<file path="src/lcal_pkg.sv">
`timescale 1ns / 1ps
`default_nettype none
// ----------------------------------------------------------------------------
// lcal_pkg
// Shared types and codes of the binary-lifting LCA engine.
// ----------------------------------------------------------------------------
package lcal_pkg;

  localparam int OP_W   = 2;
  localparam int NODE_W = 10;
  localparam int CNT_W  = 11;
  localparam int STAT_W = 2;
  localparam int IDX_W  = 2;

  localparam logic [OP_W-1:0] OP_ADD   = 2'd0;
  localparam logic [OP_W-1:0] OP_BUILD = 2'd1;
  localparam logic [OP_W-1:0] OP_QUERY = 2'd2;

  localparam logic [STAT_W-1:0] ST_OK   = 2'd0;
  localparam logic [STAT_W-1:0] ST_NODE = 2'd1;
  localparam logic [STAT_W-1:0] ST_FULL = 2'd2;
  localparam logic [STAT_W-1:0] ST_NOTB = 2'd3;

  localparam logic [IDX_W-1:0] REG_NODE_COUNT = 2'd0;
  localparam logic [IDX_W-1:0] REG_ROOT_NODE  = 2'd1;

  localparam logic [CNT_W-1:0] NODE_COUNT_RST = 11'd1024;

  typedef enum logic [4:0] {
    U_IDLE, U_DISP, U_ADD, U_BCHK, U_CLR, U_SEED, U_POP, U_CUR, U_DEP,
    U_EDGE, U_EDGE2, U_RCHK, U_LRD1, U_LRD2, U_LWR, U_BDONE, U_QCHK,
    U_QRA, U_QRB, U_QDA, U_QDB, U_QSWAP, U_LIFT, U_LIFTW, U_TEST,
    U_JRU, U_JRV, U_JCMP, U_PAR, U_PARW, U_FIN
  } uop_e;

  typedef struct packed {
    uop_e uop;
    logic take;
    logic load;
  } dp_cmd_t;

  typedef struct packed {
    logic [OP_W-1:0] op;
    logic ready;
    logic node_bad;
    logic root_bad;
    logic v_last;
    logic q_empty;
    logic e_done;
    logic edge_hit;
    logic p_ok;
    logic lvl_done;
    logic one_level;
    logic q_unreached;
    logic diff_bit;
    logic k_top;
    logic k_zero;
    logic u_eq_w;
  } dp_flags_t;

endpackage
`default_nettype wire

</file>
<file path="src/lcal_ctrl.sv">
`timescale 1ns / 1ps
`default_nettype none
// ----------------------------------------------------------------------------
// lcal_ctrl
// Sequencer: walks add, build and query micro-steps from datapath flags.
// ----------------------------------------------------------------------------
module lcal_ctrl (
  input  wire                  clk_i,
  input  wire                  rst_ni,
  input  wire                  in_valid_i,
  output logic                 in_ready_o,
  output logic                 out_valid_o,
  input  wire                  out_ready_i,
  input  lcal_pkg::dp_flags_t  flags_i,
  output lcal_pkg::dp_cmd_t    cmd_o
);
  import lcal_pkg::*;

  localparam logic [4:0] S_IDLE  = U_IDLE;
  localparam logic [4:0] S_DISP  = U_DISP;
  localparam logic [4:0] S_ADD   = U_ADD;
  localparam logic [4:0] S_BCHK  = U_BCHK;
  localparam logic [4:0] S_CLR   = U_CLR;
  localparam logic [4:0] S_SEED  = U_SEED;
  localparam logic [4:0] S_POP   = U_POP;
  localparam logic [4:0] S_CUR   = U_CUR;
  localparam logic [4:0] S_DEP   = U_DEP;
  localparam logic [4:0] S_EDGE  = U_EDGE;
  localparam logic [4:0] S_EDGE2 = U_EDGE2;
  localparam logic [4:0] S_RCHK  = U_RCHK;
  localparam logic [4:0] S_LRD1  = U_LRD1;
  localparam logic [4:0] S_LRD2  = U_LRD2;
  localparam logic [4:0] S_LWR   = U_LWR;
  localparam logic [4:0] S_BDONE = U_BDONE;
  localparam logic [4:0] S_QCHK  = U_QCHK;
  localparam logic [4:0] S_QRA   = U_QRA;
  localparam logic [4:0] S_QRB   = U_QRB;
  localparam logic [4:0] S_QDA   = U_QDA;
  localparam logic [4:0] S_QDB   = U_QDB;
  localparam logic [4:0] S_QSWAP = U_QSWAP;
  localparam logic [4:0] S_LIFT  = U_LIFT;
  localparam logic [4:0] S_LIFTW = U_LIFTW;
  localparam logic [4:0] S_TEST  = U_TEST;
  localparam logic [4:0] S_JRU   = U_JRU;
  localparam logic [4:0] S_JRV   = U_JRV;
  localparam logic [4:0] S_JCMP  = U_JCMP;
  localparam logic [4:0] S_PAR   = U_PAR;
  localparam logic [4:0] S_PARW  = U_PARW;
  localparam logic [4:0] S_FIN   = U_FIN;

  logic [4:0] state_q, state_d;
  logic       out_valid_q, out_valid_d;
  logic       take, load;

  assign in_ready_o  = (state_q == S_IDLE);
  assign take        = in_ready_o && in_valid_i;
  assign load        = (state_q == S_FIN) && (!out_valid_q || out_ready_i);
  assign out_valid_o = out_valid_q;

  assign cmd_o.uop  = uop_e'(state_q);
  assign cmd_o.take = take;
  assign cmd_o.load = load;

  always_comb begin
    state_d = state_q;
    case (state_q)
      S_IDLE:  if (take) state_d = S_DISP;
      S_DISP: begin
        case (flags_i.op)
          OP_ADD:   state_d = S_ADD;
          OP_BUILD: state_d = S_BCHK;
          OP_QUERY: state_d = S_QCHK;
          default:  state_d = S_FIN;
        endcase
      end
      S_ADD:   state_d = S_FIN;
      S_BCHK:  state_d = flags_i.root_bad ? S_FIN : S_CLR;
      S_CLR:   if (flags_i.v_last) state_d = S_SEED;
      S_SEED:  state_d = S_POP;
      S_POP: begin
        if (!flags_i.q_empty) state_d = S_CUR;
        else state_d = flags_i.one_level ? S_BDONE : S_LRD1;
      end
      S_CUR:   state_d = S_DEP;
      S_DEP:   state_d = S_EDGE;
      S_EDGE:  state_d = flags_i.e_done ? S_POP : S_EDGE2;
      S_EDGE2: state_d = flags_i.edge_hit ? S_RCHK : S_EDGE;
      S_RCHK:  state_d = S_EDGE;
      S_LRD1:  state_d = S_LRD2;
      S_LRD2: begin
        if (flags_i.p_ok) state_d = S_LWR;
        else state_d = flags_i.lvl_done ? S_BDONE : S_LRD1;
      end
      S_LWR:   state_d = flags_i.lvl_done ? S_BDONE : S_LRD1;
      S_BDONE: state_d = S_FIN;
      S_QCHK:  state_d = (!flags_i.ready || flags_i.node_bad) ? S_FIN : S_QRA;
      S_QRA:   state_d = S_QRB;
      S_QRB:   state_d = S_QDA;
      S_QDA:   state_d = flags_i.q_unreached ? S_FIN : S_QDB;
      S_QDB:   state_d = S_QSWAP;
      S_QSWAP: state_d = S_LIFT;
      S_LIFT: begin
        if (flags_i.diff_bit) state_d = S_LIFTW;
        else if (flags_i.k_top) state_d = S_TEST;
      end
      S_LIFTW: state_d = flags_i.k_top ? S_TEST : S_LIFT;
      S_TEST:  state_d = flags_i.u_eq_w ? S_FIN : S_JRU;
      S_JRU:   state_d = S_JRV;
      S_JRV:   state_d = S_JCMP;
      S_JCMP:  state_d = flags_i.k_zero ? S_PAR : S_JRU;
      S_PAR:   state_d = S_PARW;
      S_PARW:  state_d = S_FIN;
      S_FIN:   if (load) state_d = S_IDLE;
      default: state_d = S_IDLE;
    endcase
  end

  always_comb begin
    out_valid_d = out_valid_q;
    if (load) out_valid_d = 1'b1;
    else if (out_ready_i) out_valid_d = 1'b0;
  end

  always_ff @(posedge clk_i or negedge rst_ni) begin
    if (!rst_ni) begin
      state_q     <= S_IDLE;
      out_valid_q <= 1'b0;
    end else begin
      state_q     <= state_d;
      out_valid_q <= out_valid_d;
    end
  end

`ifndef ASSERT_OFF
  a_load_free: assert property (@(posedge clk_i) disable iff (!rst_ni)
    load |-> (!out_valid_q || out_ready_i))
    else $error("result loaded over a waiting item");
  a_take_disp: assert property (@(posedge clk_i) disable iff (!rst_ni)
    take |=> (state_q == S_DISP))
    else $error("accepted item not dispatched");
  a_fin_hold: assert property (@(posedge clk_i) disable iff (!rst_ni)
    (state_q == S_FIN && !load) |=> (state_q == S_FIN))
    else $error("result dropped while output busy");
  a_load_valid: assert property (@(posedge clk_i) disable iff (!rst_ni)
    load |=> out_valid_q)
    else $error("loaded result not valid");
`endif

endmodule
`default_nettype wire

</file>
<file path="config.mk">
export PLATFORM = sky130hd
export DESIGN_NAME = lcal_ctrl
export DESIGN_NICKNAME = d
export VERILOG_FILES = /design/src/lcal_pkg.sv /design/src/lcal_ctrl.sv
export SDC_FILE = /design/constraint.sdc
export NUM_CORES = 1
export LEC_CHECK = 0
export ABC_CLOCK_PERIOD_IN_PS = 1850
export BUFFER_PORTS_ARGS = -buffer_cell sky130_fd_sc_hd__clkbuf_2
export CAP_MARGIN = 5
export CORE_ASPECT_RATIO = 1.2
export CORE_UTILIZATION = 30
export DETAILED_ROUTE_END_ITERATION = 10
export SLEW_MARGIN = 30
export SYNTH_ARGS = -nofsm -noshare
export SYNTH_HDL_FRONTEND = slang
export SYNTH_SLANG_ARGS = --single-unit
</file>
<file path="constraint.sdc">
create_clock -name clk_i -period 1.85 [get_ports clk_i]
set_input_delay 0.185 -clock clk_i [delete_from_list [all_inputs] [get_ports clk_i]]
set_output_delay 0.185 -clock clk_i [all_outputs]
set_load 0.02 [all_outputs]
</file>
# Yosys cells after proc, flatten, opt, wreduce, memory -nomap -nowiden
# Cells that the tools add are included.
totals:
  ff_bits: 6
  output_inout_bits: 9
  word_cells: 71
classes:
  n_eq_ne: 36
  n_mux: 21
  n_reduce_logical: 12
ops:
  columns: ["operator", "count"]
  rows:
  - ["5-bit case mux with 28 select lines", 1]
  - ["5-bit equality test (second input constant)", 15]
  - ["5-bit by 4-bit equality test with 1-bit output (second input constant)", 8]
  - ["5-bit two-way mux", 6]
  - ["5-bit by 3-bit equality test with 1-bit output (second input constant)", 4]
  - ["4-bit two-way mux", 5]
  - ["5-bit case mux with 3 select lines", 1]
  - ["5-bit by 2-bit equality test with 1-bit output (second input constant)", 2]
  - ["2-bit two-way mux", 4]
  - ["3-bit two-way mux", 2]
  - ["5-bit by 1-bit equality test with 1-bit output (second input constant)", 1]
  - ["5-bit logical NOT", 1]
  - ["2-bit != test (second input constant)", 2]
  - ["4-bit AND reduction", 1]
  - ["3-bit != test (second input constant)", 1]
  - ["3-bit OR reduction", 1]
  - ["2-bit by 1-bit equality test with 1-bit output (second input constant)", 1]
  - ["2-bit equality test (second input constant)", 1]
  - ["1-bit logical AND", 2]
  - ["1-bit logical NOT", 2]
  - ["2-bit logical NOT", 1]
  - ["1-bit logical OR", 2]
  - ["1-bit two-way mux", 2]
  - ["2-bit by 1-bit != test with 1-bit output (second input constant)", 1]
  - ["other kinds (2)", 2]

# Longest topological paths before layout
# Gate-level depths: netlist of run 1.
logic_depth:
  ltp_word: 5
  mapped_depth: 7

# Worst setup path after synthesis of run 1
# Ideal clock, no wire load.
synth_path:
  path_type: "flip-flop to flip-flop"
  start: "reg state_q[3]"
  end: "reg state_q[4]"
  arrival_ns: 1.502
  slack_ns: 0.221
  path_stages_with_launch: 5
  path_cell_list: "dfrtp_1 or3_1 a2111oi_2 or3_1 o21bai_1"
synth_via:
  elab_chain_cells: 4
  word_cells_on_any_way: 41
  cone_classes: "eq/ne (34); mux (1); reduce/logical (6)"
synth_rtl:
  columns: ["element", "line", "text"]
  rows:
  - ["start: declaration", "lcal_ctrl.sv:51", "logic [4:0] state_q, state_d;"]
  - ["start signal: assignment", "lcal_ctrl.sv:129", "state_q <= state_d;"]
  - ["branches (longest 4 deep; another with 5-bit case mux with 28 select lines)", null, null]
# Several ways; the timed one is not identified.
# A chain may end at the register's enable or synchronous reset.

# Worst setup path in the final report of run 1
layout_path:
  start: "reg state_q[3]"
  end: "reg state_q[3]"
# The elaborated chain is that of the path after synthesis.

==> results.md, run 1 <==
Run status:
- The flow ran to the end, and the final reports show no timing, DRC or antenna violations.

STA:
- The slew at the pin with the worst max-slew slack is 0.5367 ns.
- Between clock sinks in the finished design, the worst skew comes to approximately 0.006 ns.
- After layout, the minimum clock period comes to 1.757 ns.
- The remaining max-slew budget at the tightest pin is 0.6389.
- Final hold analysis gives a worst-case slack of between 0.15 and 0.2 ns.
- Setup repair after global routing left no endpoint under its margin.
- The setup TNS is 0 ns.
- The highest achievable clock rate is 0.5692 GHz.
- Of the available clock period, the critical path in the final layout requires 0.9496.
- Setup slack on the critical path of the routed design comes to 0.09327 ns.
- The number of hold violations in the final report is 0.
- The count of final setup violators is 0.
- The count of pins over their slew limit came to 0.

Worst setup path:
- The setup check on the worst reg-to-reg path leaves a slack of just over 0.09 ns.
- The slowest stage of the critical path belongs to the cell dfrtp_1.
- Traced cell by cell, the critical path runs through or3_1 > a2111oi_2 > or3_1 > a32oi_1.
- Among the stages of the critical path, the cell type that occurs most often is or3_1.
- The critical path contains buffers and inverters numbering 0 combined.
- The peak fanout along the critical path is 5.
- STA classifies the critical path startpoint as a register.
- The worst setup path is of the reg -> reg kind.
- The kind of cell with the highest combined delay along the critical path is simple AND/OR/NAND/NOR gates.
- The worst setup path is captured at a register.
- At the worst endpoint, the required time is around 2 ns.
- STA puts the critical path data arrival time at approximately 1.9 ns.
- On the worst path, the slowest cell contributes a delay of about 0.45 ns.

Yosys:
- The flip-flop and latch count after synthesis is 6.
- For this run, the number of Yosys warnings is 0.
- The sequential fraction of the synthesis area is 0.1664.
- In the post-synthesis netlist, the biggest area contributors are dfrtp_1 17%, buf_2 5.0%, nor2_1 4.6%.
- The flip-flop cell with the highest count after synthesis is dfrtp_1.
- Counting every instance in the synthesized netlist gives 126.
- The post-synthesis net count is 147.
- The average instance area after synthesis is about 7.2 µm².
- The share of Yosys cell area claimed by the top area cell type is 0.1664.
- The post-synthesis instance area is between 900 and 1000 µm².
- dfrtp_1 takes more of the synthesized area than any other cell.
- Counting flops with a built-in enable in the synthesized netlist gives 0.
- The proportion of register bits with asynchronous set or reset after synthesis is 1.000.
- In this run, distinct cell masters in the synthesized netlist total 46.

Layout:
- The final cell count without fillers is 198.
- The number of antenna diodes in the final layout is 0.
- The area added between synthesis and finish is 31.76%.
- The ratio of cells with drive above 1 in the final layout is 0.3720.
- After routing the design area is 1189 µm².
- Summing all flip-flop and latch instances after layout gives between 150 and 200 µm².
- Summing all multi-input logic gate instances after layout gives ~660 µm².
- The final-layout fill cell count is between 300 and 400.
- The number of nets in the final layout is 187.

Die:
- The number of core rows is 21.
- The horizontal extent of the die is roughly 52 µm.
- The height of the die is between 60 and 70 µm.
- The overall die area is ~3200 µm².
- For this design the top-level I/O count stands at 30.
- After floorplanning, the core was sized to cover about 2800 µm².
- For this configuration, the core starts out at a cell density of 0.3179.

Power and ir drop:
- Of the total power, the share spent switching nets is 0.5275.
- The internal power of the cells totals 0.0009484 W.
- The clock share of power is 0.067.
- The part of the total power dissipated in sequential elements is 0.161.
- The standby leakage power is 0.5346 nW.
- VDD sags by at most 0.0006547 V.
- The combinational power share is 0.771.
- In this run the power density over the cells is ~1700 nW/µm².
- In this run the power spent charging and discharging nets is about 0.0011 W.

GRT:
- Across every metal layer, demand over resource in global routing totals 0.1957.
- Global routing finished with a remaining overflow of 0.
- The number of antenna violations at the first check in global routing is 0.
- The number of global-route vias before repair was roughly 1000.
- The first-pass GRT wire length is around 4.7 mm.
- The maximum number of pins on one net before global-route repair is 17.

CTS:
- Clock-pin slew was measured on the worst setup and hold paths at 0.05 ns.
- Buffers inserted during clock tree synthesis total 3.
- The clock root buffer is clkbuf_4.
- The clock passes through at most 2 buffers.
- The TritonCTS clock tree is built.
- CTS built an H-tree with a depth of 1.
- The number of clock sinks seen by CTS is 6.
- Clock latency on the worst-skew pair, taken at its later pin, is 0.26 ns.

Placement:
- The half-perimeter wire length of the detailed placement result is around 2.3 mm.
- Routability-driven placement finished with a final weighted congestion of around 0.96.
- Input and output buffers added on the ports amount to 29.
- In this run the cell area measured after placement is 1124 µm².
- The cell count after placement is between 150 and 200.
- The pre-CTS setup slack is 0.02987 ns.

Drt:
- After detailed routing, the total wire length is 2.960 mm.
- The detail route stage leaves a number of antenna-violating nets equal to 0.
- The count of unresolved DRC violations after routing is 0.
- After the first detailed-routing iteration, the DRC count stood at 44.
- After detailed routing, the average wire length per cell comes to 14.95 µm.
- In the routed layout, each cell is associated on average with a via count of roughly 5.7.
- The routed layout has roughly 1100 vias.
- The count of TritonRoute iterations in the first routing pass is 7.

Worst hold path:
- The path class of the tightest hold or removal check is in -> reg.

Run:
- The total of max-cap violations is 0.
## through the flow
step,power (W),util
final,0.002007,0.4189
after global routing,0.002151,0.4189
after CTS,0.001919,0.4078
after detailed placement,0.001781,0.3959
after global placement,0.001765,0.3959
after floorplan,0.001316,-
## cells in the final DEF, fill, tap and decap left out, types with 2 or more instances in the layout
cell       n
a21o_1     3
a21oi_1    7
a31oi_1    3
a32oi_1    2
and3_1     3
buf_4     18
clkbuf_2  29
clkbuf_4   3
dfrtp_1    4
dfrtp_2    2
inv_1      5
nand2_1    8
nand2b_1   5
nand3_1    3
nand3b_1   2
nand4_1    6
nor2_1    11
nor2b_1    4
nor3_1     4
nor4_1     2
o211ai_1   3
o21ai_0    8
or3_1      3
xor2_1     2
## logic make-up (layout without fill, tap and decap cells)
group / Yosys count / after routing / share of synthesized area
simple gates: 61 / 61 / 0.3995
compound gates: 38 / 38 / 0.3024
buf+inv: 18 / 56 / 0.09985
flops: 6 / 6 / 0.1664
mux: 1 / 1 / 0.01248
xor+xnor: 2 / 2 / 0.01942
## repair_timing
action                                 CTS  global route
pin swaps                                0             0
resized for setup                        1             1
hold buffers                             1             0
endpoints found under the hold margin    6             0
setup endpoints to repair                1             1
buffers inserted                         0             4
## flip-flops by register name, indices dropped and copies added, names as in the netlist
name	flops
state_q	5
out_valid_o	1
## cells in the mapped netlist, types with 4 or more instances
| master | number |
|---|---|
| a21oi_1 | 7 |
| buf_2 | 9 |
| dfrtp_1 | 6 |
| inv_1 | 5 |
| nand2_1 | 8 |
| nand2b_1 | 5 |
| nand4_1 | 6 |
| nor2_1 | 11 |
| nor2b_1 | 4 |
| nor3_1 | 4 |
| o21ai_0 | 8 |
## cell type report
type / count / share of cell area
clock buffer: 3 / 0.01895
multi-input combinational: 102 / 0.5568
timing repair buffer: 48 / 0.2442
sequential: 6 / 0.1284
inverter: 5 / 0.01579
tap: 34 / 0.03579
## power groups by stage
stage | Combinational, W | Sequential, W | Clock [W]
finish | 0.00155 | 0.000324 | 0.000135
global route | 0.00168 | 0.000330 | 0.000141
CTS | 0.00144 | 0.000345 | 0.000134
detailed placement | 0.00144 | 0.000344 | 0
global placement | 0.00142 | 0.000341 | 0
floorplan | 0.000971 | 0.000345 | 0
## worst reg2reg max path, stage by stage (launching register included)
cell       delay [ns]
dfrtp_1          0.45
or3_1            0.41
a2111oi_2        0.45
or3_1            0.23
a32oi_1          0.09
## per-layer routing
metal,up-vias,global-route usage,part of all wire
met5,-,0,0
met4,0,0.1120,0.031
met3,12,0.02676,0.059
met2,51,0.3462,0.49
met1,524,0.2259,0.42
li1,551,-,-
## final timing paths
kind	start	endpoint	cells past startpoint
max	state_q[3]$_DFFE_PN0P_	state_q[3]$_DFFE_PN0P_	4
min	out_ready_i	out_valid_o$_DFFE_PN0P_	2
max reg2reg	state_q[3]$_DFFE_PN0P_	state_q[3]$_DFFE_PN0P_	4
min reg2reg	out_valid_o$_DFFE_PN0P_	out_valid_o$_DFFE_PN0P_	2
max in group asynchronous	rst_ni	state_q[4]$_DFFE_PN0P_	2
min in group asynchronous	rst_ni	state_q[3]$_DFFE_PN0P_	2
No activity file was read; power rests on OpenSTA's default activity.
==> run 2, diff against run 1 <==
--- a/config.mk
+++ b/config.mk
@@ -5,7 +5,7 @@
 export SDC_FILE = /design/constraint.sdc
 export NUM_CORES = 1
 export LEC_CHECK = 0
-export ABC_CLOCK_PERIOD_IN_PS = 1850
+export ABC_CLOCK_PERIOD_IN_PS = 2000
 export BUFFER_PORTS_ARGS = -buffer_cell sky130_fd_sc_hd__clkbuf_2
 export CAP_MARGIN = 5
 export CORE_ASPECT_RATIO = 1.2
==> constraint.sdc (replaced) <==
create_clock -name clk_i -period 2 [get_ports clk_i]
set_input_delay 0.2 -clock clk_i [delete_from_list [all_inputs] [get_ports clk_i]]
set_output_delay 0.2 -clock clk_i [all_outputs]
set_load 0.02 [all_outputs]
==> run 2 against run 1 <==
Compared with the run above:
- design area shrank 4.6%
- sequential cell count unchanged
- register-to-register slack improved by 0.26 ns
- sequential power is 21% lower
- critical path depth did not move
- first-iteration DRC count is the same
- global-route usage decreased by 0.61 points
- power is 13% lower
- combinational power down 12%
- highest routed layer unchanged
==> results.md, run 2 (synthesis gave the netlist of run 1 again) <==
Run status:
- The run finished with clean final reports.

Placement:
- The half-perimeter wire length of the detailed placement result is between 2 and 2.5 mm.
- In this run, placement finished with an instance count of ~190.
- The count of buffers from port buffering is 29.
- The congestion estimate from routability-driven global placement came to a little under 0.9.
- The area of placed instances is roughly 1100 µm².

Power and ir drop:
- The maximum vdd ir drop is ~0.00055 V.
- Summed over all cells, the static leakage comes to 0.5035 nW.
- The power density of the placed cells is 1535 nW/µm².

Layout:
- The library cell used most frequently in the layout, excluding fill and tap cells, is clkbuf_2.
- The area occupied by multi-input gates is roughly 660 µm².
- The register ranked first by flip-flop count is state_q.
- The final standard cell utilization of the core is 0.3995.
- The final cell count without fillers is about 190.
- The number of nets in the final layout is 180.
- The final antenna diode count is 0.
- The register with the most flip-flops in the layout has 5 of them.
- The footprint of the flip-flops and latches is 150.1 µm².
- Leaving out fill and tap cells, the most frequent cells in the layout are 29 x clkbuf_2, 11 x nor2_1, 11 x buf_4.
- The final design instance area without fill is roughly 1100 µm².
- The final-layout fill cell count is ~310.
- The area added between synthesis and finish is 25.66%.
- The ratio of cells with drive above 1 in the final layout is 0.3312.

Die:
- The total area inside the core boundary comes to between 2000 and 3000 µm².
- The top-level I/O count is 30.
- The horizontal extent of the die is approximately 52 µm.
- The starting utilization of the core area is 0.3179.
- The height of the die is roughly 62 µm.
- The number of core rows is 21.
- The die covers between 3000 and 4000 µm².

Worst setup path:
- The endpoint class of the critical path is an output pin.
- The worst register-to-register path begins at state_q[4]$_DFFE_PN0P_.
- Tracing the worst setup path back leads to its startpoint at state_q[0]$_DFFE_PN0P_.
- STA puts the critical path data arrival time at 1.65 ns.
- The worst setup path is of the reg -> out kind.
- Data on the critical path is required at its endpoint by 1.80 ns.
- The peak fanout along the critical path is 12.
- The endpoint of the worst register-to-register path is state_q[0]$_DFFE_PN0P_.
- The number of cell instances on the worst register-to-register path is 6.
- In this run the worst setup path terminates at cmd_o[0].
- The worst setup path is launched from a register.
- The reg2reg setup slack is about 0.35 ns.

Drt:
- After detailed routing, the number of remaining DRC violations is 0.
- The detailed router placed 1085 vias in this run.
- After detailed routing, the average wire length per cell comes to 14.93 µm.
- The residual antenna-violating net count after detailed routing is 0.
- The count of routing violations after the opening detailed-route iteration is 44.
- The average vias per placed instance is approximately 5.7.
- The final wirelength is 2.852 mm.
- The first detailed-routing pass took 5 iterations.

STA:
- The highest achievable clock rate is 0.5401 GHz.
- The count of final setup violators is 0.
- The final critical-path required period is 1.852 ns.
- Of the available clock period, the critical path in the final layout requires 0.9258.
- Setup repair after global routing left no endpoint under its margin.
- The number of hold violations in the final report was 0.
- The remaining max-slew budget at the tightest pin is 0.7740.
- The count of pins over their slew limit was 0.
- The setup TNS is 0 ns.
- At the pin with the least slew margin, the transition time is approximately 0.34 ns.
- Across the routed clock network, the largest skew measured is 0.004709 ns.

GRT:
- Entering global routing, the biggest net connects 19 pins.
- The total global-route track usage is 0.1896.
- The number of global-route vias before repair was slightly below 1000.
- The first global-routing pass estimated approximately 4.6 mm of wire.
- The number of antenna violations at the first check in global routing is 0.
- The overflow left after global routing is 0.

CTS:
- In this run the number of H-tree levels came out at 1.
- The buffer levels on the longest clock path is 2.
- The clock-pin slew reported for the worst setup and hold paths after clock tree synthesis is approximately 0.06 ns.
- The buffers inserted during post-CTS setup optimization is 0.
- TritonCTS built the clock tree.
- The clock root buffer is clkbuf_4.
- The number of clock sinks seen by CTS is 6.
- Clock tree synthesis inserted a total of 3 buffers.
- The clock latency at the later pin of the worst-skew pair is ~0.25 ns.

Worst hold path:
- In this run the worst hold path is classified as in -> reg.
- The hold-critical path depth is 2.

Run:
- Max-cap violations in this run came to 0.
-- run 2: cell types whose count changed in the layout (fill, tap and decap cells not counted) --
cell | previous run | this run
dfrtp_2 | 2 | 0
dfrtp_1 | 4 | 6
buf_4 | 18 | 11
-- run 2: how the worst min path moves through the flow --
stage / from / endpoint / slack [ns]
after floorplan: rst_ni / out_valid_o$_DFFE_PN0P_ / -0.1
after global placement: rst_ni / out_valid_o$_DFFE_PN0P_ / 0.04
after detailed placement: rst_ni / out_valid_o$_DFFE_PN0P_ / 0.05
after CTS: out_ready_i / out_valid_o$_DFFE_PN0P_ / 0.18
after global routing: out_ready_i / out_valid_o$_DFFE_PN0P_ / 0.19
final: out_ready_i / out_valid_o$_DFFE_PN0P_ / 0.17
-- run 2: worst max-delay path: stages, from the launching register on --
cell,delay (ns)
dfrtp_1,0.47
buf_4,0.22
or3_1,0.41
nor2_1,0.12
clkbuf_2,0.17
-- run 2: routing by layer --
layer	wire length, µm	track usage	up-vias
met5	0	0	-
met2	1446	0.3516	37
met3	146	0.02676	2
met1	1249	0.2391	509
met4	10	0.01931	0
li1	-	-	537
-- run 2: timing repair --
action / 4_1_cts / 5_1_grt
resized for setup: 0 / 0
hold endpoints to repair: 6 / 0
hold buffers: 1 / 0
-- run 2: cell type report --
type,count,share of cell area
clock buffer,3,0.01987
timing repair buffer,41,0.2097
tap,34,0.03753
inverter,5,0.01656
multi-input combinational,102,0.5839
sequential,6,0.1325
-- run 2: stage by stage --
stage	total power, W	hold slack [ns]	worst slack, ns
after detailed placement	0.001605	0.05475	0.3791
final	0.001740	0.1746	0.1484
after global routing	0.001886	0.1862	0.08125
after global placement	0.001606	0.04108	0.4045
after CTS	0.001734	0.1792	0.1411
after floorplan	0.001217	-0.09559	0.3706
-- run 2: power breakdown --
group / switching (W) / internal (W) / leakage [nW]
Combinational: 0.000820 / 0.000543 / 0.417
Clock: 0.0000513 / 0.0000684 / 0.0138
Sequential: 0.0000697 / 0.000187 / 0.0727
Total: 0.000941 / 0.000799 / 0.504
